--- config.mk ---
export PLATFORM = sky130hd
export DESIGN_NAME = double_to_integer_round
export DESIGN_NICKNAME = d
export VERILOG_FILES = /design/src/rtl/d2i_pkg.sv /design/src/rtl/d2i_decode.sv /design/src/rtl/d2i_shift.sv /design/src/rtl/d2i_round.sv /design/src/rtl/double_to_integer_round.sv
export SDC_FILE = /design/constraint.sdc
export NUM_CORES = 1
export LEC_CHECK = 0
export BUFFER_PORTS_ARGS = -buffer_cell sky130_fd_sc_hd__buf_2
export CELL_PAD_IN_SITES_DETAIL_PLACEMENT = 1
export CELL_PAD_IN_SITES_GLOBAL_PLACEMENT = 2
export CORE_ASPECT_RATIO = 1.25
export CORE_MARGIN = 5
export CORE_UTILIZATION = 42
export CTS_BUF_LIST = sky130_fd_sc_hd__clkbuf_8
export CTS_CLUSTER_DIAMETER = 200
export DETAILED_ROUTE_END_ITERATION = 7
export GPL_ROUTABILITY_DRIVEN = 0
export PLACE_DENSITY = 0.91
export RECOVER_POWER = 25
export SLEW_MARGIN = 10
export SYNTH_ARGS = -nofsm -noshare
export SYNTH_HDL_FRONTEND = slang
export SYNTH_SLANG_ARGS = --single-unit
--- constraint.sdc ---
create_clock -name i_clk -period 17.3 [get_ports i_clk]
set_input_delay 1.73 -clock i_clk [delete_from_list [all_inputs] [get_ports i_clk]]
set_output_delay 1.73 -clock i_clk [all_outputs]
set_load 0.1 [all_outputs]
--- src/rtl/d2i_pkg.sv ---
`timescale 1ns / 1ps
// Package for the double-to-integer rounding unit.
// Holds field widths, operation codes and the stage payload types; no dependencies.
package d2i_pkg;

    localparam int RESULT_BITS = 62;
    localparam int OP_W        = 3;
    localparam int XARG_W      = 4;

    typedef enum logic [OP_W-1:0] {
        OP_FLOOR    = 3'd0,
        OP_CEIL     = 3'd1,
        OP_TRUNC    = 3'd2,
        OP_ROUND    = 3'd3,
        OP_EXPONENT = 3'd4
    } t_op;

    // Stage 1 to stage 2: decoded operand with the shift still to do.
    typedef struct packed {
        logic        fail;
        logic        is_exp;
        logic [2:0]  op;
        logic        neg;
        logic [52:0] sig;
        logic [11:0] exp_val;   // unbiased exponent for the exponent op
        logic        left;      // shift left (scale >= 0)
        logic [6:0]  shamt;     // shift amount, saturated at 64
    } t_dec;

    // Stage 2 to stage 3: shifted integer part and rounding information.
    typedef struct packed {
        logic        fail;
        logic        is_exp;
        logic [2:0]  op;
        logic        neg;
        logic [63:0] ip;
        logic        rem_nz;
        logic        half_up;
        logic [11:0] exp_val;
    } t_shf;

endpackage

--- src/rtl/d2i_decode.sv ---
`timescale 1ns / 1ps
// First stage: unpacks the binary64 operand, checks the failing cases and
// computes the shift and the exponent. Depends on d2i_pkg.
module d2i_decode import d2i_pkg::*; (
    input  logic [OP_W-1:0]   i_op,
    input  logic [63:0]       i_value_bits,
    input  logic              i_is_float,
    input  logic [XARG_W-1:0] i_extra_args,
    output t_dec              o_dec
);
    logic [10:0] bexp;
    logic [51:0] frac;
    logic [5:0]  top;
    logic [12:0] scale;
    logic [12:0] nscale;

    always_comb begin
        bexp = i_value_bits[62:52];
        frac = i_value_bits[51:0];
        // Leading one of the fraction, for subnormal exponents.
        top = 6'd0;
        for (int k = 1; k < 52; k++) begin
            if (frac[k]) top = 6'(k);
        end
        if (bexp != 11'd0) scale = 13'({2'b0, bexp}) - 13'd1075;
        else               scale = -13'sd1074;
        nscale = 13'd0 - scale;

        o_dec.op      = i_op;
        o_dec.neg     = i_value_bits[63];
        o_dec.is_exp  = (i_op == OP_EXPONENT);
        o_dec.sig     = {(bexp != 11'd0), frac};
        o_dec.exp_val = (bexp != 11'd0) ? 12'({1'b0, bexp}) - 12'd1023
                                        : 12'({6'd0, top}) - 12'd1074;
        o_dec.left    = !scale[12];
        o_dec.shamt   = scale[12] ? ((nscale > 13'd64) ? 7'd64 : nscale[6:0])
                                  : scale[6:0];
        o_dec.fail    = !i_is_float || (i_extra_args != '0) || (i_op > OP_EXPONENT)
                        || (bexp == 11'h7FF)
                        || ((i_op == OP_EXPONENT) && (bexp == 11'd0) && (frac == '0))
                        || ((i_op != OP_EXPONENT)
                            && (12'(bexp) >= 12'(1023 + RESULT_BITS)));
    end
endmodule

--- src/rtl/d2i_shift.sv ---
`timescale 1ns / 1ps
// Second stage: aligns the significand to the binary point and extracts the
// remainder flags. Depends on d2i_pkg.
module d2i_shift import d2i_pkg::*; (
    input  t_dec i_dec,
    output t_shf o_shf
);
    logic [63:0]  wide;
    logic [63:0]  rmask;
    logic [63:0]  half;
    logic [63:0]  rem;

    always_comb begin
        // Left shifts that survive the range check are at most nine places.
        wide  = {11'd0, i_dec.sig} << i_dec.shamt;
        rmask = (i_dec.shamt >= 7'd64) ? '1 : ((64'd1 << i_dec.shamt) - 64'd1);
        half  = (i_dec.shamt >= 7'd64 || i_dec.shamt == 7'd0) ? 64'd0
                : (64'd1 << (i_dec.shamt - 7'd1));
        rem   = {11'd0, i_dec.sig} & rmask;

        o_shf.fail    = i_dec.fail;
        o_shf.is_exp  = i_dec.is_exp;
        o_shf.op      = i_dec.op;
        o_shf.neg     = i_dec.neg;
        o_shf.exp_val = i_dec.exp_val;
        if (i_dec.left) begin
            o_shf.ip      = wide;
            o_shf.rem_nz  = 1'b0;
            o_shf.half_up = 1'b0;
        end else begin
            o_shf.ip      = (i_dec.shamt >= 7'd64) ? 64'd0
                            : ({11'd0, i_dec.sig} >> i_dec.shamt);
            o_shf.rem_nz  = (rem != '0);
            o_shf.half_up = (half != '0) && (rem >= half);
        end
    end
endmodule

--- src/rtl/d2i_round.sv ---
`timescale 1ns / 1ps
// Third stage: applies the rounding increment, the range check and the sign.
// Depends on d2i_pkg.
module d2i_round import d2i_pkg::*; (
    input  t_shf                          i_shf,
    output logic                          o_failed,
    output logic signed [RESULT_BITS-1:0] o_result
);
    logic        inc;
    logic [63:0] mag;
    logic [63:0] limit;
    logic        ovf;

    always_comb begin
        case (i_shf.op)
            OP_ROUND: inc = i_shf.half_up;
            OP_FLOOR: inc = i_shf.neg && i_shf.rem_nz;
            OP_CEIL:  inc = !i_shf.neg && i_shf.rem_nz;
            default:  inc = 1'b0;
        endcase
        mag   = i_shf.ip + 64'(inc);
        limit = 64'd1 << (RESULT_BITS - 1);
        ovf   = i_shf.neg ? (mag > limit) : (mag >= limit);
        if (i_shf.fail || (!i_shf.is_exp && ovf)) begin
            o_failed = 1'b1;
            o_result = '0;
        end else if (i_shf.is_exp) begin
            o_failed = 1'b0;
            o_result = RESULT_BITS'(signed'(i_shf.exp_val));
        end else begin
            o_failed = 1'b0;
            o_result = i_shf.neg ? RESULT_BITS'(64'd0 - mag) : RESULT_BITS'(mag);
        end
    end
endmodule

--- src/rtl/double_to_integer_round.sv ---
`timescale 1ns / 1ps
// Top level of the double-to-integer rounding unit: three-stage pipeline with
// an elastic handshake. Depends on d2i_pkg, d2i_decode, d2i_shift, d2i_round.
//
// Usage: the input channel carries one binary64 operand per transfer with an
// operation code (floor, ceiling, truncate, round half away from zero, or
// exponent). The output channel carries one transfer per input: a fail flag
// in tuser and the 62-bit two's complement result in tdata.
// A result passes through the decode, alignment and result registers in
// turn before it becomes valid. Throughput is one item per cycle while the
// receiver is ready; each stage register sits behind the decode, the
// alignment shifter and the rounding adder respectively.
// The pipeline advances as a whole whenever the output register is empty or
// taken, so a stalled receiver holds every stage in place and s_axis_tready
// falls only while the last stage holds an untaken result.
// Reset (i_rst_n low at a clock edge) clears all stage valid bits; data
// registers are not reset.
module double_to_integer_round import d2i_pkg::*; (
    input  logic        i_clk,
    input  logic        i_rst_n,
    input  logic        s_axis_tvalid,
    output logic        s_axis_tready,
    input  logic [71:0] s_axis_tdata,  // [2:0] op, [66:3] value_bits, [67] is_float,
                                       // [71:68] extra_args
    output logic        m_axis_tvalid,
    input  logic        m_axis_tready,
    output logic [63:0] m_axis_tdata,  // [61:0] integer_result, [63:62] zero fill
    output logic        m_axis_tuser   // [0] failed
);
    logic advance;
    logic r_v1, r_v2, r_v3;
    t_dec r_dec, n_dec;
    t_shf r_shf, n_shf;
    logic r_failed, n_failed;
    logic signed [RESULT_BITS-1:0] r_result, n_result;

    assign advance = !r_v3 || m_axis_tready;
    assign s_axis_tready = advance;

    d2i_decode u_decode (
        .i_op         (s_axis_tdata[2:0]),
        .i_value_bits (s_axis_tdata[66:3]),
        .i_is_float   (s_axis_tdata[67]),
        .i_extra_args (s_axis_tdata[71:68]),
        .o_dec        (n_dec)
    );

    d2i_shift u_shift (
        .i_dec    (r_dec),
        .o_shf    (n_shf)
    );

    d2i_round u_round (
        .i_shf    (r_shf),
        .o_failed (n_failed),
        .o_result (n_result)
    );

    always_ff @(posedge i_clk) begin
        if (!i_rst_n) begin
            r_v1 <= 1'b0;
            r_v2 <= 1'b0;
            r_v3 <= 1'b0;
        end else if (advance) begin
            r_v1 <= s_axis_tvalid;
            r_v2 <= r_v1;
            r_v3 <= r_v2;
        end
    end

    always_ff @(posedge i_clk) begin
        if (advance) begin
            r_dec    <= n_dec;
            r_shf    <= n_shf;
            r_failed <= n_failed;
            r_result <= n_result;
        end
    end

    assign m_axis_tvalid = r_v3;
    assign m_axis_tdata  = {2'b00, r_result};
    assign m_axis_tuser  = r_failed;

    // A stalled result must hold until it is taken.
    a_hold: assert property (@(posedge i_clk) disable iff (!i_rst_n)
        (m_axis_tvalid && !m_axis_tready) |=> (m_axis_tvalid && $stable(m_axis_tdata)))
        else $error("output changed while stalled");
    // A failed result carries a zero value.
    a_fail_zero: assert property (@(posedge i_clk) disable iff (!i_rst_n)
        (m_axis_tvalid && m_axis_tuser) |-> (m_axis_tdata == 64'd0))
        else $error("failed result not zero");
    // An accepted input reaches the output once every stage has advanced with a ready receiver.
    a_latency: assert property (@(posedge i_clk) disable iff (!i_rst_n)
        (s_axis_tvalid && s_axis_tready && m_axis_tready) ##1 m_axis_tready ##1
        m_axis_tready |=> m_axis_tvalid)
        else $error("pipeline lost an item");
endmodule
==> summary.md <==
| Metric | Value |
|---|---|
| Setup CP Type | reg2reg |
| Vias | approximately 24000 |
| TritonRoute pass-1 iters | 8 |
| Max Transition Viols Final | 110 |
| # fillers | 6776 |
| Sequential power share | 0.327 |
| Core area | ~55000 sq um |
| Most Frequent Cell on Critical Path | ha_1 |
| Drt initial violations | approximately 2400 |
| Post-Syn Area | 23100 sq um |
| Multi-input logic area | ~15000 sq um |
| Mapped Cells | 2897 |
| Status | complete, but fails checks |
| Synth area leaders | edfxtp_1, mux2i_1, nor2_1 |
| Worst Path Buf+Inv | 2 |
| DRC viols | 0 |
| Post-route setup TNS | 0 ps |
| Required time worst endpoint | ~18000 ps |
| Clock Path Buffers | 3 |
| Clock skew | 44.9 ps |
| Antenna Nets Post-Route | 0 |
| Global-route wire length before repair | roughly 140000 microns |
| Synthesized flop and latch total | 229 |
| Cell breakdown of the critical path | buf_4, or2_2, clkinv_1, ha_1, nor2b_1, nand2_1, ha_1, nand3b_1, a211oi_1, nand2_1, nor3_1, a21oi_1, o221a_2, ha_1, nand4_1, or4_1, or3_1, nor3_1, a21oi_1, a311oi_1 |
| Clock root cell | clkbuf_8 |
| Share of flip-flops with an asynchronous set or reset | 0 |
| Clk pwr share | 0.238 |
| Crit Reg-Reg Startpoint | r_dec[0]$_DFFE_PP_ |
| Post-CTS Resized | 0 |
| Critical-path maximum fanout | 87 |
| Pwr Density | between 80 and 90 nW/um^2 |
| Final setup vio count | 0 |
| Min-delay src | r_dec[76]$_DFFE_PP_ |
| WHS | roughly 380 ps |
| CTS clk-pin slew, worst paths | 70 ps |
| Grt total ovfl | 0 |
| Post-route cell area | about 25000 sq um |
| Num rows | 96 |
| FF-to-FF path depth | 20 |
| Setup Fix Bufs, Post-CTS | 0 |
| Sequential element share of the synthesized area | 0.296 |
| Avg WL per Cell | 26.1 microns |
| Worst r2r dst | r_shf[12]$_SDFFCE_PP0P_ |
| Net Sw Frac | 0.434 |
| RSZ-0062 raised after global routing | no |
| Distinct cells, synth | 91 |
| Combinational share of power | 0.434 |
| Overall global routing resource usage | 0.307 |
| Synth top area share | 0.293 |
| Initial Util | 0.422 |
| Startpoint Class | register |
| Min Tclk post-route | roughly 7600 ps |
| Fin nets | slightly above 3000 |
| Final Hold Fails | 0 |
| Max stage delay on crit path | 670 ps |
| EDFF count, synth | ~230 |
| Max-slew headroom | -2.80 |
| CP endpoint kind | register |
| Pin count of the biggest net entering global routing | 137 |
| Lkg Pwr | around 9.9 nW |
| Die area | about 60000 sq um |
| Mean Syn Cell Area | ~8 sq um |
| Layout Area Growth over Synthesis | 7.68% |
| Placed cells | approximately 3600 |
| Cts-stage hold buffer count | 0 |
| Internal power | around 1.2 mW |
| WL final | 95600 microns |
| Clock sinks | about 230 |
| Height of the die | around 270 microns |
| # IOs | 143 |
| Yosys top cell by area | edfxtp_1 |
| Initial antenna violation count | 3 |
| Skew-Pair Late Insertion Delay | about 620 ps |
| Hold Path End | r_shf[81]$_DFFE_PP_ |
| Worst EP arrival | approximately 8000 ps |
| NetSw | around 940 uW |
| Hold path depth | 0 |
| Slowest CP cell | ha_1 |
| Violated checks | max-capacitance violations, max-slew violations |
| Flop2flop setup slack | roughly 9700 ps |
| Peak VDD IR | around 42 uV |
| Layout cell share with drive strength beyond 1 | 0.0902 |
| Vias in the first global route | approximately 24000 |
| HPWL after DPL | between 70000 and 80000 microns |
| Max Cap Viol | 1 |
| Fmax | 132 MHz |
| Crit-path leading delay family | simple AND/OR/NAND/NOR gates |
| Hold Path Class | reg2reg |
| Vias per cell | 6.46 |
| Most used DFF post-synth | edfxtp_1 |
| Port Buffers | 140 |
| CTS Buf Count | 39 |
| Final non-filler cell total | 3664 |
| CTS tree | built |
| H-tree depth | 2 |
| Syn. warnings | 0 |
| Die Width | around 220 microns |
| Tot Pwr | 2.18 mW |
| Fin crit share | 0.438 |
| Register Area | 6850 sq um |
| Worst-margin pin slew | approximately 5700 ps |
| Placed inst area | 24200 sq um |
==> state kept, by name, indices dropped and copies added, names as in the netlist <==
signal         cells
r_result          62
m_axis_tuser       1
r_v1               1
r_dec             79
m_axis_tvalid      1
r_v2               1
r_shf             84
==> layout make-up <==
class                   instances  share of cell area
flip-flops and latches        229               0.275
clock buffers                  39              0.0215
multi-input cells            2407               0.612
diodes                          1            0.000100
clock inverters                30              0.0102
repair buffers                179              0.0375
well taps                     735              0.0369
inverters                      44             0.00683
==> cell families (layout without fill, tap and decap cells) <==
group / count (synthesis) / count (layout) / share of synthesized area
XOR/XNOR: 132 / 132 / 0.0500
multiplexers: 241 / 241 / 0.109
adder cells (fa/ha/maj): 64 / 64 / 0.0346
AO/OA/AOI/OAI: 787 / 787 / 0.214
other: 1 / 3 / 0.000162
AND/OR/NAND/NOR: 1181 / 1181 / 0.251
buffers and inverters: 262 / 292 / 0.0451
flip-flops: 229 / 229 / 0.296
==> cells in the final DEF (no fill, tap or decap), drive strengths merged, types with 8 or more instances in the layout <==
master	n
and4	18
or2	8
nor2	450
o31ai	28
edfxtp	226
clkbuf	95
a211oi	28
a21o	34
and3	40
o211ai	24
o21a	33
mux2	32
a31oi	34
o41ai	9
nor3	77
nand2	226
o21ai	220
nor3b	9
nand2b	68
mux2i	203
clkinv	17
o31a	14
o22ai	41
o221ai	9
inv	50
or4	17
a21boi	17
a22o	10
xor2	49
or3	23
nor2b	25
buf	123
xnor2	83
a22oi	8
a21oi	209
ha	64
and2	18
nor4	36
nand4	41
nand3	97
==> power by group through the flow <==
stage	Combinational (mW)	Clock (mW)	Sequential, mW
6_report	0.946	0.519	0.713
5_1_grt	1.01	0.558	0.717
4_1_cts	0.919	0.535	0.709
3_5_place_dp	0.915	0	0.721
3_3_place_gp	0.889	0	0.717
2_1_floorplan	0.629	0	0.721
==> Yosys cell counts, types with 9 or more instances <==
master / instances
nor2_1: 447
edfxtp_1: 226
nand2_1: 226
o21ai_0: 218
a21oi_1: 207
mux2i_1: 203
clkbuf_1: 155
nand3_1: 94
xnor2_1: 83
nor3_1: 73
nand2b_1: 68
ha_1: 64
xor2_1: 49
o22ai_1: 41
and3_1: 40
buf_1: 37
inv_1: 37
nand4_1: 37
a21o_1: 34
a31oi_1: 34
o21a_1: 33
mux2_2: 32
nor4_1: 30
a211oi_1: 28
o31ai_1: 28
nor2b_1: 25
or3_1: 23
o211ai_1: 22
and2_1: 18
and4_1: 18
a21boi_0: 17
buf_2: 16
or4_1: 16
o31a_1: 14
a22o_1: 10
buf_4: 9
o221ai_1: 9
o41ai_1: 9
==> routing by layer <==
layer / GRT usage / vias up / wire length, microns
li1: - / 10723 / -
met1: 0.356 / 11470 / 35100
met2: 0.513 / 1080 / 45300
met3: 0.0488 / 390 / 6470
met4: 0.217 / 2 / 8600
met5: 0 / - / 14
==> worst max path at each step <==
stage / to / cells past startpoint / start / slack, ps
after floorplan: s_axis_tready / 1 / m_axis_tready / 7650
after global placement: r_shf[12]$_SDFFCE_PP0P_ / 23 / r_dec[0]$_DFFE_PP_ / 10410
after detailed placement: r_shf[12]$_SDFFCE_PP0P_ / 20 / r_dec[0]$_DFFE_PP_ / 10030
after CTS: r_shf[12]$_SDFFCE_PP0P_ / 20 / r_dec[0]$_DFFE_PP_ / 9950
after global routing: r_shf[59]$_DFFE_PP_ / 4 / m_axis_tready / 9290
final: r_shf[12]$_SDFFCE_PP0P_ / 20 / r_dec[0]$_DFFE_PP_ / 9730
==> through the flow <==
step           utilization  setup WS [ps]
6_report             0.455           9730
5_1_grt              0.455           9290
4_1_cts              0.457           9950
3_5_place_dp         0.442          10030
3_3_place_gp         0.442          10410
2_1_floorplan            -           7650
No activity file was read; power rests on OpenSTA's default activity.
